## src/sv/gclcp_pkg.sv

```systemverilog
`timescale 1ns / 1ps
// Shared types and constants for the G-code line checksum preprocessor.
// No dependencies; used by every module of the block.
package gclcp_pkg;

  // Line parser mode, one-hot
  typedef enum logic [4:0] {
    MODE_NORMAL = 5'b00001,
    MODE_SUM    = 5'b00010,
    MODE_NUMBER = 5'b00100,
    MODE_PAREN  = 5'b01000,
    MODE_SEMI   = 5'b10000
  } mode_t;

  // Result kinds
  typedef enum logic [1:0] {
    KIND_CHAR     = 2'd0,
    KIND_LINE     = 2'd1,
    KIND_MISMATCH = 2'd2,
    KIND_OVERFLOW = 2'd3
  } kind_t;

  localparam int LEN_W  = 7;
  localparam int CHAR_W = 8;
  localparam int NUM_W  = 31;

  typedef struct packed {
    kind_t                  kind;
    logic [CHAR_W-1:0]      out_char;
    logic [LEN_W-1:0]       line_length;
    logic signed [31:0]     mismatch_line;
  } result_t;

  localparam logic [CHAR_W-1:0] CH_LF     = 8'h0A;
  localparam logic [CHAR_W-1:0] CH_CR     = 8'h0D;
  localparam logic [CHAR_W-1:0] CH_SPACE  = 8'h20;
  localparam logic [CHAR_W-1:0] CH_LPAREN = 8'h28;
  localparam logic [CHAR_W-1:0] CH_RPAREN = 8'h29;
  localparam logic [CHAR_W-1:0] CH_STAR   = 8'h2A;
  localparam logic [CHAR_W-1:0] CH_DOT    = 8'h2E;
  localparam logic [CHAR_W-1:0] CH_0      = 8'h30;
  localparam logic [CHAR_W-1:0] CH_9      = 8'h39;
  localparam logic [CHAR_W-1:0] CH_SEMI   = 8'h3B;
  localparam logic [CHAR_W-1:0] CH_B      = 8'h42;
  localparam logic [CHAR_W-1:0] CH_N      = 8'h4E;
  localparam logic [CHAR_W-1:0] CH_LC_N   = 8'h6E;
  localparam logic [CHAR_W-1:0] CH_LC_A   = 8'h61;
  localparam logic [CHAR_W-1:0] CH_LC_Z   = 8'h7A;
  localparam logic [CHAR_W-1:0] CASE_GAP  = 8'h20;

  localparam logic [NUM_W-1:0]  NUMBER_MAX = 31'h7FFF_FFFF;
  localparam logic signed [31:0] NO_LINE   = -32'sd1;

endpackage

```

## src/sv/gcode_line_checksum_preprocessor_unit.sv

```systemverilog
`timescale 1ns / 1ps
// Top level of the G-code line checksum preprocessor: input register,
// line state update and result register. Depends on gclcp_pkg, gclcp_line_ctrl, gclcp_out_reg.
//
//   channel | handshake            | payload
//   --------+----------------------+-------------------------------------------
//   input   | in_valid / in_stall  | in_byte
//   output  | out_valid / out_stall| kind, out_char, line_length, mismatch_line
//
// One byte per cycle sustained while the output is not stalled; a result is
// presented once its byte has passed the input register and then the result
// register; the update of the line state between them is combinational.
// Reset (rst, synchronous) empties both registers and clears the line state.
// A stalled result holds the input register, which then stalls the input;
// bytes that give no result pass through even while a result waits.
module gcode_line_checksum_preprocessor_unit #(
  parameter int LINE_CAPACITY = 128
) (
  input  logic                clk,
  input  logic                rst,
  input  logic                in_valid,
  output logic                in_stall,
  input  logic [7:0]          in_byte,
  output logic                out_valid,
  input  logic                out_stall,
  output logic [1:0]          kind,
  output logic [7:0]          out_char,
  output logic [6:0]          line_length,
  output logic signed [31:0]  mismatch_line
);

  logic               s1_valid;
  logic [7:0]         s1_byte;
  logic               advance;
  logic               out_ready;
  logic               res_valid;
  gclcp_pkg::result_t res;
  gclcp_pkg::result_t held;

  // a byte with no result may move on even while the output is stalled
  assign advance  = s1_valid && (out_ready || !res_valid);
  assign in_stall = s1_valid && !advance;

  always_ff @(posedge clk) begin
    if (rst) begin
      s1_valid <= 1'b0;
    end else if (!in_stall) begin
      s1_valid <= in_valid;
    end
  end

  always_ff @(posedge clk) begin
    if (in_valid && !in_stall) begin
      s1_byte <= in_byte;
    end
  end

  gclcp_line_ctrl #(
    .LINE_CAPACITY(LINE_CAPACITY)
  ) u_line_ctrl (
    .clk      (clk),
    .rst      (rst),
    .step_en  (advance),
    .in_byte  (s1_byte),
    .res_valid(res_valid),
    .res      (res)
  );

  gclcp_out_reg u_out_reg (
    .clk      (clk),
    .rst      (rst),
    .load     (advance && res_valid),
    .res      (res),
    .ready    (out_ready),
    .out_valid(out_valid),
    .out_stall(out_stall),
    .held     (held)
  );

  assign kind          = held.kind;
  assign out_char      = held.out_char;
  assign line_length   = held.line_length;
  assign mismatch_line = held.mismatch_line;

endmodule

```

## src/sv/gclcp_line_ctrl.sv

```systemverilog
`timescale 1ns / 1ps
// Line state registers and the per-byte update: comment stripping, checksum,
// line-number capture and character storage. Depends on gclcp_pkg.
module gclcp_line_ctrl #(
  parameter int LINE_CAPACITY = 128
) (
  input  logic                      clk,
  input  logic                      rst,
  input  logic                      step_en,
  input  logic [7:0]                in_byte,
  output logic                      res_valid,
  output gclcp_pkg::result_t        res
);

  localparam int CW = $clog2(LINE_CAPACITY);
  localparam logic [CW-1:0] CNT_LIMIT = CW'(LINE_CAPACITY - 1);

  gclcp_pkg::mode_t mode, mode_next;
  logic [CW-1:0]    char_count, char_count_next;
  logic [7:0]       running_xor, running_xor_next;
  logic             has_sum, has_sum_next;
  logic [7:0]       expected_sum, expected_sum_next;
  logic             has_number, has_number_next;
  logic [gclcp_pkg::NUM_W-1:0] number_value, number_value_next;
  logic             dot_seen, dot_seen_next;
  logic             first_is_b, first_is_b_next;

  logic             eol;
  logic             digit;
  logic [3:0]       digit_val;
  logic             full;
  logic [CW-1:0]    store_count;
  logic [34:0]      num_wide;

  function automatic logic [gclcp_pkg::LEN_W-1:0] LEN_W_CAST(input logic [CW-1:0] cnt);
    LEN_W_CAST = gclcp_pkg::LEN_W'(cnt);
  endfunction

  always_comb begin
    eol         = (in_byte == gclcp_pkg::CH_LF) || (in_byte == gclcp_pkg::CH_CR);
    digit       = in_byte inside {[gclcp_pkg::CH_0 : gclcp_pkg::CH_9]};
    digit_val   = in_byte[3:0];
    full        = (char_count >= CNT_LIMIT);
    store_count = char_count + 1'b1;
    num_wide    = ({4'b0, number_value} << 3) + ({4'b0, number_value} << 1)
                  + {31'b0, digit_val};
  end

  always_comb begin
    logic       fall;
    logic       do_store;
    logic       do_clear;
    logic [7:0] st_char;

    mode_next         = mode;
    char_count_next   = char_count;
    running_xor_next  = running_xor;
    has_sum_next      = has_sum;
    expected_sum_next = expected_sum;
    has_number_next   = has_number;
    number_value_next = number_value;
    dot_seen_next     = dot_seen;
    first_is_b_next   = first_is_b;
    res_valid         = 1'b0;
    res               = '0;
    fall              = 1'b1;
    do_store          = 1'b0;
    do_clear          = 1'b0;
    st_char           = in_byte;

    if (eol) begin
      res_valid       = 1'b1;
      res.line_length = LEN_W_CAST(char_count);
      if (has_sum && (expected_sum != running_xor)) begin
        res.kind          = gclcp_pkg::KIND_MISMATCH;
        res.mismatch_line = has_number ? $signed({1'b0, number_value})
                                       : gclcp_pkg::NO_LINE;
      end else begin
        res.kind = gclcp_pkg::KIND_LINE;
      end
      do_clear = 1'b1;
      fall     = 1'b0;
    end else if (mode == gclcp_pkg::MODE_SUM) begin
      if (digit) begin
        has_sum_next      = 1'b1;
        expected_sum_next = (expected_sum << 3) + (expected_sum << 1) + {4'b0, digit_val};
        fall              = 1'b0;
      end else begin
        mode_next = gclcp_pkg::MODE_NORMAL;
      end
    end else if (mode == gclcp_pkg::MODE_NUMBER) begin
      if (digit || (in_byte == gclcp_pkg::CH_DOT)) begin
        fall = 1'b0;
        if (full) begin
          res_valid       = 1'b1;
          res.kind        = gclcp_pkg::KIND_OVERFLOW;
          res.line_length = LEN_W_CAST(char_count);
          do_clear        = 1'b1;
        end else begin
          has_number_next = 1'b1;
          if (!digit) begin
            dot_seen_next = 1'b1;
          end else if (!dot_seen) begin
            if (num_wide > {4'b0, gclcp_pkg::NUMBER_MAX}) begin
              number_value_next = gclcp_pkg::NUMBER_MAX;
            end else begin
              number_value_next = num_wide[gclcp_pkg::NUM_W-1:0];
            end
          end
          running_xor_next = running_xor ^ in_byte;
          do_store         = 1'b1;
        end
      end else begin
        mode_next = gclcp_pkg::MODE_NORMAL;
      end
    end

    if (fall) begin
      if ((mode_next == gclcp_pkg::MODE_PAREN) || (mode_next == gclcp_pkg::MODE_SEMI)) begin
        if ((in_byte == gclcp_pkg::CH_RPAREN) && (mode_next == gclcp_pkg::MODE_PAREN)) begin
          mode_next = gclcp_pkg::MODE_NORMAL;
        end
      end else if (in_byte == gclcp_pkg::CH_STAR) begin
        mode_next = gclcp_pkg::MODE_SUM;
      end else if (in_byte <= gclcp_pkg::CH_SPACE) begin
        running_xor_next = running_xor ^ in_byte;
      end else if (in_byte == gclcp_pkg::CH_LPAREN) begin
        mode_next = gclcp_pkg::MODE_PAREN;
      end else if (in_byte == gclcp_pkg::CH_SEMI) begin
        mode_next = gclcp_pkg::MODE_SEMI;
      end else if (full) begin
        res_valid       = 1'b1;
        res.kind        = gclcp_pkg::KIND_OVERFLOW;
        res.line_length = LEN_W_CAST(char_count);
        do_clear        = 1'b1;
      end else begin
        if ((char_count == '0) &&
            ((in_byte == gclcp_pkg::CH_N) || (in_byte == gclcp_pkg::CH_LC_N))) begin
          mode_next = gclcp_pkg::MODE_NUMBER;
        end
        running_xor_next = running_xor ^ in_byte;
        // upper-case unless this is a later character of a B line
        if ((in_byte inside {[gclcp_pkg::CH_LC_A : gclcp_pkg::CH_LC_Z]}) &&
            !((char_count != '0) && first_is_b)) begin
          st_char = in_byte - gclcp_pkg::CASE_GAP;
        end
        do_store = 1'b1;
      end
    end

    if (do_store) begin
      if ((char_count == '0) && (st_char == gclcp_pkg::CH_B)) begin
        first_is_b_next = 1'b1;
      end
      char_count_next = store_count;
      res_valid       = 1'b1;
      res.kind        = gclcp_pkg::KIND_CHAR;
      res.out_char    = st_char;
      res.line_length = LEN_W_CAST(store_count);
    end

    if (do_clear) begin
      mode_next         = gclcp_pkg::MODE_NORMAL;
      char_count_next   = '0;
      running_xor_next  = '0;
      has_sum_next      = 1'b0;
      expected_sum_next = '0;
      has_number_next   = 1'b0;
      number_value_next = '0;
      dot_seen_next     = 1'b0;
      first_is_b_next   = 1'b0;
    end
  end

  always_ff @(posedge clk) begin
    if (rst) begin
      mode         <= gclcp_pkg::MODE_NORMAL;
      char_count   <= '0;
      running_xor  <= '0;
      has_sum      <= 1'b0;
      expected_sum <= '0;
      has_number   <= 1'b0;
      number_value <= '0;
      dot_seen     <= 1'b0;
      first_is_b   <= 1'b0;
    end else if (step_en) begin
      mode         <= mode_next;
      char_count   <= char_count_next;
      running_xor  <= running_xor_next;
      has_sum      <= has_sum_next;
      expected_sum <= expected_sum_next;
      has_number   <= has_number_next;
      number_value <= number_value_next;
      dot_seen     <= dot_seen_next;
      first_is_b   <= first_is_b_next;
    end
  end

  a_count_bound: assert property (@(posedge clk) disable iff (rst)
    char_count <= CNT_LIMIT)
    else $error("line character count beyond capacity");

  a_eol_clears: assert property (@(posedge clk) disable iff (rst)
    (step_en && eol) |=> ((char_count == '0) && (mode == gclcp_pkg::MODE_NORMAL)))
    else $error("line state not cleared after end of line");

  a_number_flag: assert property (@(posedge clk) disable iff (rst)
    !has_number |-> (number_value == '0))
    else $error("line number value without captured number");

  a_b_line_nonempty: assert property (@(posedge clk) disable iff (rst)
    first_is_b |-> (char_count != '0))
    else $error("B line flag set on empty line");

endmodule

```

## src/sv/gclcp_out_reg.sv

```systemverilog
`timescale 1ns / 1ps
// Result register for the preprocessor: holds one result transaction until
// the downstream side takes it. Depends on gclcp_pkg.
module gclcp_out_reg (
  input  logic                 clk,
  input  logic                 rst,
  input  logic                 load,
  input  gclcp_pkg::result_t   res,
  output logic                 ready,
  output logic                 out_valid,
  input  logic                 out_stall,
  output gclcp_pkg::result_t   held
);

  assign ready = !out_valid || !out_stall;

  always_ff @(posedge clk) begin
    if (rst) begin
      out_valid <= 1'b0;
    end else if (ready) begin
      out_valid <= load;
    end
  end

  // payload needs no reset; update only when the register is free
  always_ff @(posedge clk) begin
    if (ready && load) begin
      held <= res;
    end
  end

endmodule
```

## config.mk

```make
export PLATFORM = sky130hd
export DESIGN_NAME = gcode_line_checksum_preprocessor_unit
export DESIGN_NICKNAME = d
export VERILOG_FILES = /design/src/sv/gclcp_pkg.sv /design/src/sv/gcode_line_checksum_preprocessor_unit.sv /design/src/sv/gclcp_line_ctrl.sv /design/src/sv/gclcp_out_reg.sv
export SDC_FILE = /design/constraint.sdc
export NUM_CORES = 1
export LEC_CHECK = 0
export ABC_AREA = 1
export ABC_CLOCK_PERIOD_IN_PS = 5500
export BUFFER_PORTS_ARGS = -buffer_cell sky130_fd_sc_hd__clkbuf_2
export CAP_MARGIN = 20
export CORE_UTILIZATION = 60
export CTS_CLUSTER_DIAMETER = 200
export DETAILED_ROUTE_END_ITERATION = 16
export HOLD_SLACK_MARGIN = 0.08
export PLACE_DENSITY = 0.77
export SLEW_MARGIN = 25
export SYNTH_ARGS = -nofsm -noshare
export SYNTH_HDL_FRONTEND = slang
export SYNTH_SLANG_ARGS = --single-unit
```

## constraint.sdc

```tcl
create_clock -name clk -period 5.5 [get_ports clk]
set_clock_uncertainty 0.2 [all_clocks]
set_input_delay 0 -clock clk [delete_from_list [all_inputs] [get_ports clk]]
set_output_delay 0 -clock clk [all_outputs]
set_load 0.005 [all_outputs]
```

# [Word level (Yosys, flattened, before mapping)]
# Cells that the tools add are included.
[op_classes] add_sub_neg=6 n_lt_le_gt_ge=7 n_eq_ne=20 mux=128 bitwise_logic=1 reduce_logical=40
[op_table] cell="31-bit two-way mux" n=9
[op_table] cell="8-bit two-way mux" n=25
[op_table] cell="7-bit two-way mux" n=15
[op_table] cell="5-bit two-way mux" n=15
[op_table] cell="1-bit two-way mux" n=50
[op_table] cell="8-bit by 6-bit equality test with 1-bit output (second input constant)" n=5
[op_table] cell="34-bit by 32-bit adder with 35-bit output" n=1
[op_table] cell="35-bit by 4-bit adder with 35-bit output" n=1
[op_table] cell="35-bit by 31-bit greater-than comparator with 1-bit output (second input constant)" n=1
[op_table] cell="32-bit two-way mux" n=1
[op_table] cell="2-bit two-way mux" n=13
[op_table] cell="8-bit by 7-bit equality test with 1-bit output (second input constant)" n=3
[op_table] cell="8-bit by 4-bit equality test with 1-bit output (second input constant)" n=2
[op_table] cell="8-bit by 6-bit less-or-equal comparator with 1-bit output (second input constant)" n=2
[op_table] cell="1-bit logical AND" n=13
[op_table] cell="2-bit nonzero test" n=6
[op_table] cell="2-bit inequality test (second input constant)" n=5
[op_table] cell="8-bit by 4-bit adder with 8-bit output" n=1
[op_table] cell="8-bit adder" n=1
[op_table] cell="8-bit by 6-bit >= comparator with 1-bit output (second input constant)" n=1
[op_table] cell="8-bit by 7-bit >= comparator with 1-bit output (second input constant)" n=1
[op_table] cell="8-bit by 7-bit less-or-equal comparator with 1-bit output (second input constant)" n=1
[op_table] cell="8-bit inequality test" n=1
[op_table] cell="8-bit AND reduction" n=1
[op_table] cell="other kinds (17)" n=28
[totals] register_bits=122 input_bits=12 output_inout_bits=51 wordCells=218

# [Longest topological paths before layout]
# Gate-level depths: netlist of run 1.
[depth] ltp_word=22 depth_mapped=20 depth_no_buf=19

# [Cells and area by module]
# Synthesis of run 1 repeated with hierarchy kept, for this count alone.
[hier_totals] hier_cells=1303 area_unflattened_um2=8961.1
[modules_own_cells] module="gclcp_line_ctrl" n_inst=1 cells_per_inst=1229 area_per_inst_um2=7131.8 seq_area_each_um2=1261.2
[modules_own_cells] module="gclcp_out_reg" n_inst=1 cells_per_inst=54 area_per_inst_um2=1515.2 seq_area_each_um2=1491.4
[modules_own_cells] module="gcode_line_checksum_preprocessor_unit" n_inst=1 cells_per_inst=20 area_per_inst_um2=314.1 seq_area_each_um2=260.2

# [Least setup slack after synthesis of run 1]
# Ideal clock, no wire load.
[synth_path] path_kind="register to register" from="register s1_byte[6]" to="register u_out_reg.held[0] (netlist name)" setup_time_ns=0.403 t_arrival_ns=2.900 t_required_ns=4.897 setup_slack_ns=1.996 stages_incl_launch_ff=15 n_path_buf=0 period_less_slack_ns=3.504 cell_sequence="edfxtp_1 -> inv_2 -> ha_1 -> nand3_1 -> nand2_1 -> nand3_2 -> nand2_2 -> nand2_4 -> nand4_1 -> nand2_1 -> clkinv_1 -> nand3_4 -> a21oi_4 -> nand2_2 -> inv_1"
[synth_via] elab_chain_cells=20 elab_cells_between_ends=53 cone_classes="order compare (3); eq/ne (8); mux (33); reduce/logical (9)"
[synth_rtl] item="start, declared" line="gcode_line_checksum_preprocessor_unit.sv:33" rtl="logic [7:0] s1_byte;"
[synth_rtl] item="start signal, assigned" line="gcode_line_checksum_preprocessor_unit.sv:54" rtl="s1_byte <= in_byte;"
[synth_rtl] item="8-bit by 6-bit >= comparator with 1-bit output / 8-bit by 6-bit less-or-equal comparator with 1-bit output (equally long branches)" line="gclcp_line_ctrl.sv:41" rtl="digit = in_byte inside {[gclcp_pkg::CH_0 : gclcp_pkg::CH_9]};"
[synth_rtl] item="1-bit logical AND" line="gclcp_line_ctrl.sv:41"
[synth_rtl] item="1-bit logical OR" line="gclcp_line_ctrl.sv:92" rtl="if (digit || (in_byte == gclcp_pkg::CH_DOT)) begin"
[synth_rtl] item="1-bit two-way mux" line="gclcp_line_ctrl.sv:92"
[synth_rtl] item="1-bit two-way mux" line="gclcp_line_ctrl.sv:91" rtl="end else if (mode == gclcp_pkg::MODE_NUMBER) begin"
[synth_rtl] item="1-bit two-way mux" line="gclcp_line_ctrl.sv:83" rtl="end else if (mode == gclcp_pkg::MODE_SUM) begin"
[synth_rtl] item="1-bit two-way mux" line="gclcp_line_ctrl.sv:71" rtl="if (eol) begin"
[synth_rtl] item="1-bit two-way mux" line="gclcp_line_ctrl.sv:131" rtl="end else if (full) begin"
[synth_rtl] item="(+4 left out)"
[synth_rtl] item="1-bit two-way mux" line="gclcp_line_ctrl.sv:119" rtl="if ((mode_next == gclcp_pkg::MODE_PAREN) || (mode_next == gclcp_pkg::MODE_SEMI)) begin"
[synth_rtl] item="1-bit two-way mux" line="gclcp_line_ctrl.sv:118" rtl="if (fall) begin"
[synth_rtl] item="1-bit two-way mux (*)" line="gclcp_line_ctrl.sv:151" rtl="if (do_store) begin"
[synth_rtl] item="1-bit logical NOT" line="gcode_line_checksum_preprocessor_unit.sv:41" rtl="assign advance = s1_valid && (out_ready || !res_valid);"
[synth_rtl] item="1-bit logical OR" line="gcode_line_checksum_preprocessor_unit.sv:41"
[synth_rtl] item="1-bit logical AND" line="gcode_line_checksum_preprocessor_unit.sv:41"
[synth_rtl] item="1-bit logical AND (*)" line="gcode_line_checksum_preprocessor_unit.sv:72" rtl=".load (advance && res_valid),"
[synth_rtl] item="1-bit logical AND (*)" line="gclcp_out_reg.sv:27" rtl="if (ready && load) begin"
# Mark *: on every way between the ends. The rest lies on a longest branch, timed or not.
# A chain may end at the register's enable or synchronous reset.

# [Worst setup path after layout of run 1]
[layout_path] from="register s1_byte[3]" to="register u_line_ctrl.number_value[24] (netlist name)"
[layout_via] elab_chain_cells=19 elab_cells_between_ends=70 cone_classes="add/sub (1); order compare (4); eq/ne (12); mux (42); reduce/logical (11)"
[layout_rtl] item="parallel branches: the longest is 19 deep, another holds 35-bit by 4-bit adder with 35-bit output"
[layout_rtl] item="end signal, assigned" line="gclcp_line_ctrl.sv:193" rtl="number_value <= number_value_next;"
[layout_rtl] item="end, declared" line="gclcp_line_ctrl.sv:24" rtl="logic [gclcp_pkg::NUM_W-1:0] number_value, number_value_next;"
# Parallel ways; which one is timed is not known. The select of a mux whose other input is x is not followed.

==> impl_metrics.py, run 1 <==
metrics = {
    "power": {
        "power.leakage_nw": 4.90,
        "combPwrFrac_pct": 8.0,
        "p_int_mw": 1.72,
        "ir_worst_vdd_v": 0.000261,
        "powerDensity_nw_per_um2": 232,
        "power.share.sequential_pct": 43.7,
        "swShare_pct": 25.7,
        "clkPwrFrac_pct": 48.3,
        "total_power_mw": 2.31,
        "netSwitchingPower_mw": 0.593,
    },
    "die": {
        "start_util_pct": 61.1,
        "coreArea_um2": 14500,
        "die_w_um": 123,
        "die_h_um": 123,
        "die-area_um2": 15200,
        "pin_count": 63,
        "rows": 44,
    },
    "clock_network": {
        "cts_buffers": 17,
        "clkTransAtPathRegs_ns": 0.06,
        "cts_hold_buffers": 13,
        "cts.sinks": 122,
        "cts-resized-gates": 0,
        "cts_tree": "built",
        "cts_max_path_buffers": 2,
        "clock_latency_ns": 0.43,
        "postCtsSetupBuffers": 0,
        "clockRootBuffer": "clkbuf_16",
        "htree_levels": 4,
    },
    "layout": {
        "drive_gt1_share_pct": 12.1,
        "fin_cells": 1477,
        "n_antenna_cell": 0,
        "utilization_pct": 68.9,
        "finalNetCount": 1371,
        "fin_area_um2": 9970,
        "area_growth_pct": 12.7,
        "n_fill_cell": 1175,
    },
    "logic_synthesis": {
        "synth_cell_types": 46,
        "syn_inst": 1215,
        "syn_area_um2": 8850,
        "synth_edf_count": 57,
        "synth.area.top_cells": "edfxtp_1 (19%), dfxtp_1 (15%), nand2_1 (14%)",
        "yosys_warnings": 0,
        "synthMostInstantiatedCell": "nand2_1",
        "synth.net_count": 1306,
        "async_flop_share_pct": 0,
        "synth_flop_cell": "dfxtp_1",
        "ys_seq_area_share_pct": 34.1,
        "synth_top_area_share_pct": 19.3,
        "yosys.area.top_type": "edfxtp_1",
        "synthTopCellsByCount": "nand2_1 (331), inv_1 (143), a21oi_1 (129)",
        "syn-mean-instance-area_um2": 7.28,
        "ys_ff_latch": 122,
    },
    "global_route": {
        "grt_use_total_pct": 32.7,
        "antenna_found_initial": 0,
        "grt_overflow": 0,
        "grt_pass1_vias": 7773,
        "grt_start_max_net_pins": 63,
        "grt_pass1_wl_um": 38200,
    },
    "drt": {
        "wirelength_um": 23700,
        "drt_iter0_drc": 829,
        "drc_errors": 0,
        "avgRoutedWirePerCell_um": 16.0,
        "detail-route-antenna-nets": 0,
        "vias": 8453,
        "drt_first_pass_iters": 5,
        "via_per_inst": 5.72,
    },
    "placed_design": {
        "dpl_cell_area_um2": 9270,
        "hpwl_um": 16500,
        "portBuffers": 62,
        "place_ws_ns": 1.54,
        "gp_congestion": 0.945,
        "place_inst": 1432,
    },
    "timing": {
        "finalSetupViolations": 0,
        "rsz0062_at_grt": "no",
        "finalCritPeriodShare_pct": 74.5,
        "slew_viol_final": 0,
        "fmax_ghz": 0.244,
        "finalSetupTns_ns": 0,
        "period_minus_slack_ns": 4.10,
        "worst_slack_ns": 1.40,
        "tightest_slew_ns": 0.984,
        "hold_ws_ns": 0.0893,
        "hold_viol": 0,
        "relSlewSlack_pct": 34.2,
    },
    "setup_path": {
        "path_class": "reg -> reg",
        "crit_chain": "inv_2, fa_1, fa_1, inv_1, nand4_1, nand2_1, nand2_1, nand2_1, nand2_1, nand2_1, nand2_1, nand2_1, nand2_1, nor2_2, buf_4, nand2_1, nand4_1, a21oi_1",
        "endpoint_kind": "flop",
        "slowest_stage": "fa_1",
        "worst_setup_path_start_kind": "flop",
        "cp_data_arrival_time_ns": 4.18,
        "crit_fanout": 16,
        "cpMostUsedCell": "nand2_1",
        "slowest_delay_ns": 0.55,
        "required_ns": 5.58,
    },
    "outcome": {
        "status": "finished clean",
    },
    "hold_path": {
        "hp-class": "in -> reg",
    },
    "flow_run": {
        "cap_violations": 0,
    },
}
==> power groups by stage <==
stage	registers [mW]	logic [mW]	clock network, mW
floorplan	1.02	0.125	0
global placement	1.03	0.171	0
global route	1.01	0.207	1.16
detailed placement	1.03	0.175	0
finish	1.01	0.186	1.12
CTS	1.01	0.184	1.12
==> critical path: cells and delay by family (launching register included) <==
family,cells,cell delay (ns)
flops,1,0.52
buf+inv,3,0.58
compound gates,1,0.08
fa+ha+maj,2,1.03
simple gates,12,1.54
==> cells in the final DEF (no fill, tap or decap), types with 5 or more instances in the layout <==
cell	count
nand2_1	331
inv_1	142
a21oi_1	129
nor2_1	88
ha_1	75
nand3_1	65
dfxtp_1	65
clkbuf_2	62
edfxtp_1	57
nand4_1	42
xnor2_1	28
o21ai_0	24
xor2_1	21
inv_2	17
clkbuf_16	17
dlygate4sd3_1	13
nand2_2	9
nor3_1	8
o21bai_1	8
buf_4	8
nor2_2	7
or2_2	7
nand3b_1	5
o211ai_1	5
==> area by class of cell <==
cell class | count | area, µm² | share of cell area (%)
timing repair buffer | 83 | 500 | 5.02
clock inverter | 14 | 150 | 1.51
tap | 184 | 230 | 2.31
multi-input combinational | 893 | 5040 | 50.5
clock buffer | 18 | 429 | 4.30
sequential | 122 | 3010 | 30.2
inverter | 163 | 614 | 6.16
==> worst paths after layout <==
| check | start | endpoint | slack (ns) | cells past startpoint |
|---|---|---|---|---|
| min reg2reg | u_line_ctrl.has_sum | u_line_ctrl.has_sum | 0.26 | 2 |
| max reg2reg | s1_byte[3] | u_line_ctrl.number_value[24] | 1.40 | 18 |
| min | in_byte[5] | s1_byte[5] | 0.09 | 2 |
| max | s1_byte[3] | u_line_ctrl.number_value[24] | 1.40 | 18 |
==> flip-flops by register name, indices dropped and copies added, names as in the netlist, 5 cells and up <==
signal,count
u_line_ctrl.mode,5
u_line_ctrl.char_count,7
u_line_ctrl.number_value,31
u_line_ctrl.expected_sum,8
u_line_ctrl.running_xor,8
u_out_reg.held,49
s1_byte,8
==> cells by family after synthesis <==
family	after synthesis	share of synthesized area, %
xor+xnor	49	4.85
flops	122	34.1
compound gates	182	11.1
simple gates	583	29.3
fa+ha+maj	79	11.5
buf+inv	200	9.15
==> per-layer routing <==
metal / track usage (%) / vias up / part of all wire [%]
met5: 0 / - / 0
met4: 13.6 / 0 / 3.1
met3: 5.77 / 63 / 7.6
met2: 51.5 / 408 / 45
met1: 44.0 / 3831 / 45
li1: - / 4151 / -
(Power assumes the default switching activity.)
==> run 2, diff against run 1 <==
--- a/config.mk
+++ b/config.mk
@@ -5,15 +5,15 @@
 export SDC_FILE = /design/constraint.sdc
 export NUM_CORES = 1
 export LEC_CHECK = 0
-export ABC_AREA = 1
-export ABC_CLOCK_PERIOD_IN_PS = 5500
+export ABC_AREA = 0
+export ABC_CLOCK_PERIOD_IN_PS = 4070
 export BUFFER_PORTS_ARGS = -buffer_cell sky130_fd_sc_hd__clkbuf_2
 export CAP_MARGIN = 20
 export CORE_UTILIZATION = 60
 export CTS_CLUSTER_DIAMETER = 200
 export DETAILED_ROUTE_END_ITERATION = 16
 export HOLD_SLACK_MARGIN = 0.08
-export PLACE_DENSITY = 0.77
+export PLACE_DENSITY = 0.78
 export SLEW_MARGIN = 25
 export SYNTH_ARGS = -nofsm -noshare
 export SYNTH_HDL_FRONTEND = slang
==> constraint.sdc (replaced) <==
create_clock -name clk -period 4.07 [get_ports clk]
set_clock_uncertainty 0.2 [all_clocks]
set_input_delay 0 -clock clk [delete_from_list [all_inputs] [get_ports clk]]
set_output_delay 0 -clock clk [all_outputs]
set_load 0.005 [all_outputs]
==> run 2 against run 1 <==
Compared with the run above:
- count of clock-buffer cells in the layout increased by 4
- cell count decreased by 23%
- critical path type unchanged
- sequential share of layout area increased by 2.6 points
==> impl_metrics.py, run 2 <==
metrics = {
    "logic_synthesis": {
        "async_flop_share_pct": 0,
        "ys_ff_latch": 122,
        "synth.net_count": 964,
        "synthMostInstantiatedCell": "a21oi_1",
        "synthTopCellsByCount": "a21oi_1 (83), ha_1 (75), nor2_1 (66)",
        "yosys.area.top_type": "edfxtp_1",
        "yosys_warnings": 0,
        "syn_inst": 873,
        "synth_edf_count": 57,
        "syn-mean-instance-area_um2": 9.10,
        "synth.area.top_cells": "edfxtp_1 (22%), dfxtp_1 (16%), ha_1 (12%)",
        "synth_flop_cell": "dfxtp_1",
        "synth_top_area_share_pct": 21.5,
        "synth_cell_types": 81,
        "syn_area_um2": 7950,
        "ys_seq_area_share_pct": 37.9,
    },
    "setup_path": {
        "crit_fanout": 15,
        "worst_setup_path_start_kind": "flop",
        "slowest_stage": "edfxtp_1",
        "cp_data_arrival_time_ns": 3.81,
        "path_class": "reg -> reg",
        "required_ns": 4.20,
        "reg2reg_to": "u_line_ctrl.number_value[7]",
        "cp_num_buf_inv": 2,
        "crit_chain": "ha_1, ha_1, inv_1, fa_1, nand2b_1, a21oi_1, o21ai_0, a21o_1, a21bo_2, a21oi_1, buf_4, nor3_1, o21ai_0",
        "r2r_start": "s1_byte[2]",
        "r2r_slack_ns": 0.39,
        "reg2reg_depth": 13,
        "slowest_delay_ns": 0.45,
        "endpoint_kind": "flop",
        "critPathTopFamily": "compound AO/OA/AOI/OAI gates",
    },
    "clock_network": {
        "cts.sinks": 122,
        "clkTransAtPathRegs_ns": 0.05,
        "cts-resized-gates": 0,
        "cts_max_path_buffers": 2,
        "clock_latency_ns": 0.42,
        "htree_levels": 4,
        "postCtsSetupBuffers": 0,
        "cts_buffers": 17,
        "clockRootBuffer": "clkbuf_16",
        "cts_tree": "built",
    },
    "layout": {
        "final_common_cell": "a21oi_1",
        "area_growth_pct": 15.6,
        "largest_reg_flops": 49,
        "n_fill_cell": 948,
        "finalNetCount": 1046,
        "n_antenna_cell": 0,
        "top_regs": "u_out_reg.held x49, u_line_ctrl.number_value x31",
        "largest-register": "u_out_reg.held",
        "final_cell_mix": "a21oi_1 (83), ha_1 (75), nor2_1 (66), nand2_1 (65), dfxtp_1 (65)",
        "fin_area_um2": 9180,
        "drive_gt1_share_pct": 15.2,
    },
    "die": {
        "die_w_um": 117,
        "die_h_um": 117,
        "start_util_pct": 62.2,
        "pin_count": 63,
        "coreArea_um2": 12800,
        "rows": 41,
        "die-area_um2": 13700,
    },
    "power": {
        "power.leakage_nw": 3.94,
        "ir_worst_vdd_v": 0.000262,
        "powerDensity_nw_per_um2": 330,
    },
    "timing": {
        "relSlewSlack_pct": 36.9,
        "finalCritPeriodShare_pct": 90.4,
        "slew_viol_final": 0,
        "rsz0062_at_grt": "no",
        "tightest_slew_ns": 0.943,
        "fmax_ghz": 0.272,
        "period_minus_slack_ns": 3.68,
        "finalSetupViolations": 0,
        "hold_viol": 0,
        "finalSetupTns_ns": 0,
    },
    "global_route": {
        "use_met1_pct": 43.0,
        "grt_start_max_net_pins": 36,
        "busiest_layer": "met2",
        "use_met3_pct": 6.59,
        "grt_overflow": 0,
        "grtUsageMet2_pct": 49.5,
        "grt_pass1_wl_um": 33300,
        "antenna_found_initial": 0,
        "grt_use_total_pct": 31.6,
        "grt_pass1_vias": 6752,
    },
    "drt": {
        "wirelength_um": 20100,
        "drt_iter0_drc": 760,
        "detail-route-antenna-nets": 0,
        "drc_errors": 0,
        "via_per_inst": 6.18,
        "vias": 7048,
        "drt_first_pass_iters": 5,
        "avgRoutedWirePerCell_um": 17.6,
    },
    "flow_run": {
        "cap_violations": 0,
    },
    "placed_design": {
        "dpl_cell_area_um2": 8470,
        "gp_congestion": 0.957,
        "portBuffers": 62,
        "hpwl_um": 14100,
    },
    "hold_path": {
        "hold_depth": 2,
        "hp-class": "in -> reg",
        "hp-start": "in_byte[2]",
        "hold_path_end": "s1_byte[2]",
    },
    "outcome": {
        "status": "finished clean",
    },
}
-- run 2: where the power goes --
group	internal, mW	total [mW]	switching, mW
logic	0.0708	0.180	0.109
clock network	0.969	1.51	0.539
registers	1.32	1.34	0.0229
-- run 2: area by class of cell --
type	count	area [µm²]	share of cell area, %
clock buffer	22	454	4.95
clock inverter	10	126	1.38
inverter	59	221	2.41
multi-input combinational	656	4520	49.2
sequential	122	3010	32.8
tap	172	215	2.34
timing repair buffer	99	633	6.89
-- run 2: worst max-delay path by stage --
stage                          start                           end  cells past startpoint
final                     s1_byte[2]   u_line_ctrl.number_value[7]                     13
after global routing      s1_byte[3]   u_line_ctrl.number_value[7]                     13
after CTS                 s1_byte[2]   u_line_ctrl.number_value[7]                     13
after detailed placement  s1_byte[2]  u_line_ctrl.number_value[10]                     13
after global placement    s1_byte[2]  u_line_ctrl.number_value[29]                     12
after floorplan           s1_byte[3]  u_line_ctrl.number_value[10]                     13
-- run 2: cells by family after synthesis --
logic type / Yosys count / share of synthesized area [%]
and+or+nand+nor: 272 / 17.2
AOI/OAI and AO/OA: 261 / 22.0
DFF: 122 / 37.9
buffers and inverters: 95 / 5.20
adders and majority gates: 79 / 12.8
xor gates and xnor gates: 44 / 4.85
-- run 2: repair_timing --
| action | in CTS | in global routing |
|---|---|---|
| endpoints found under the setup margin | 0 | 0 |
| hold buffers | 13 | 0 |
| hold endpoints to repair | 38 | 0 |
-- run 2: per-stage QoR --
step                hold slack [ns]  power [mW]  setup slack (ns)  instances  util, %
floorplan                    -0.101        1.47             0.649        873        -
global placement            -0.0223        1.53             0.581       1095     66.3
detailed placement          -0.0214        1.53             0.528       1095     66.3
CTS                          0.0829        3.02             0.430       1140     71.9
global route                 0.0907        3.11             0.154       1140     71.9
finish                       0.0894        3.03             0.391       1140     71.9
-- run 2: per-layer routing --
layer	share of wire, %	vias up	wire length, µm
li1	-	3375	-
met1	45	3335	9120
met2	46	298	9210
met3	6.9	40	1380
met4	1.8	0	369
met5	0	-	0
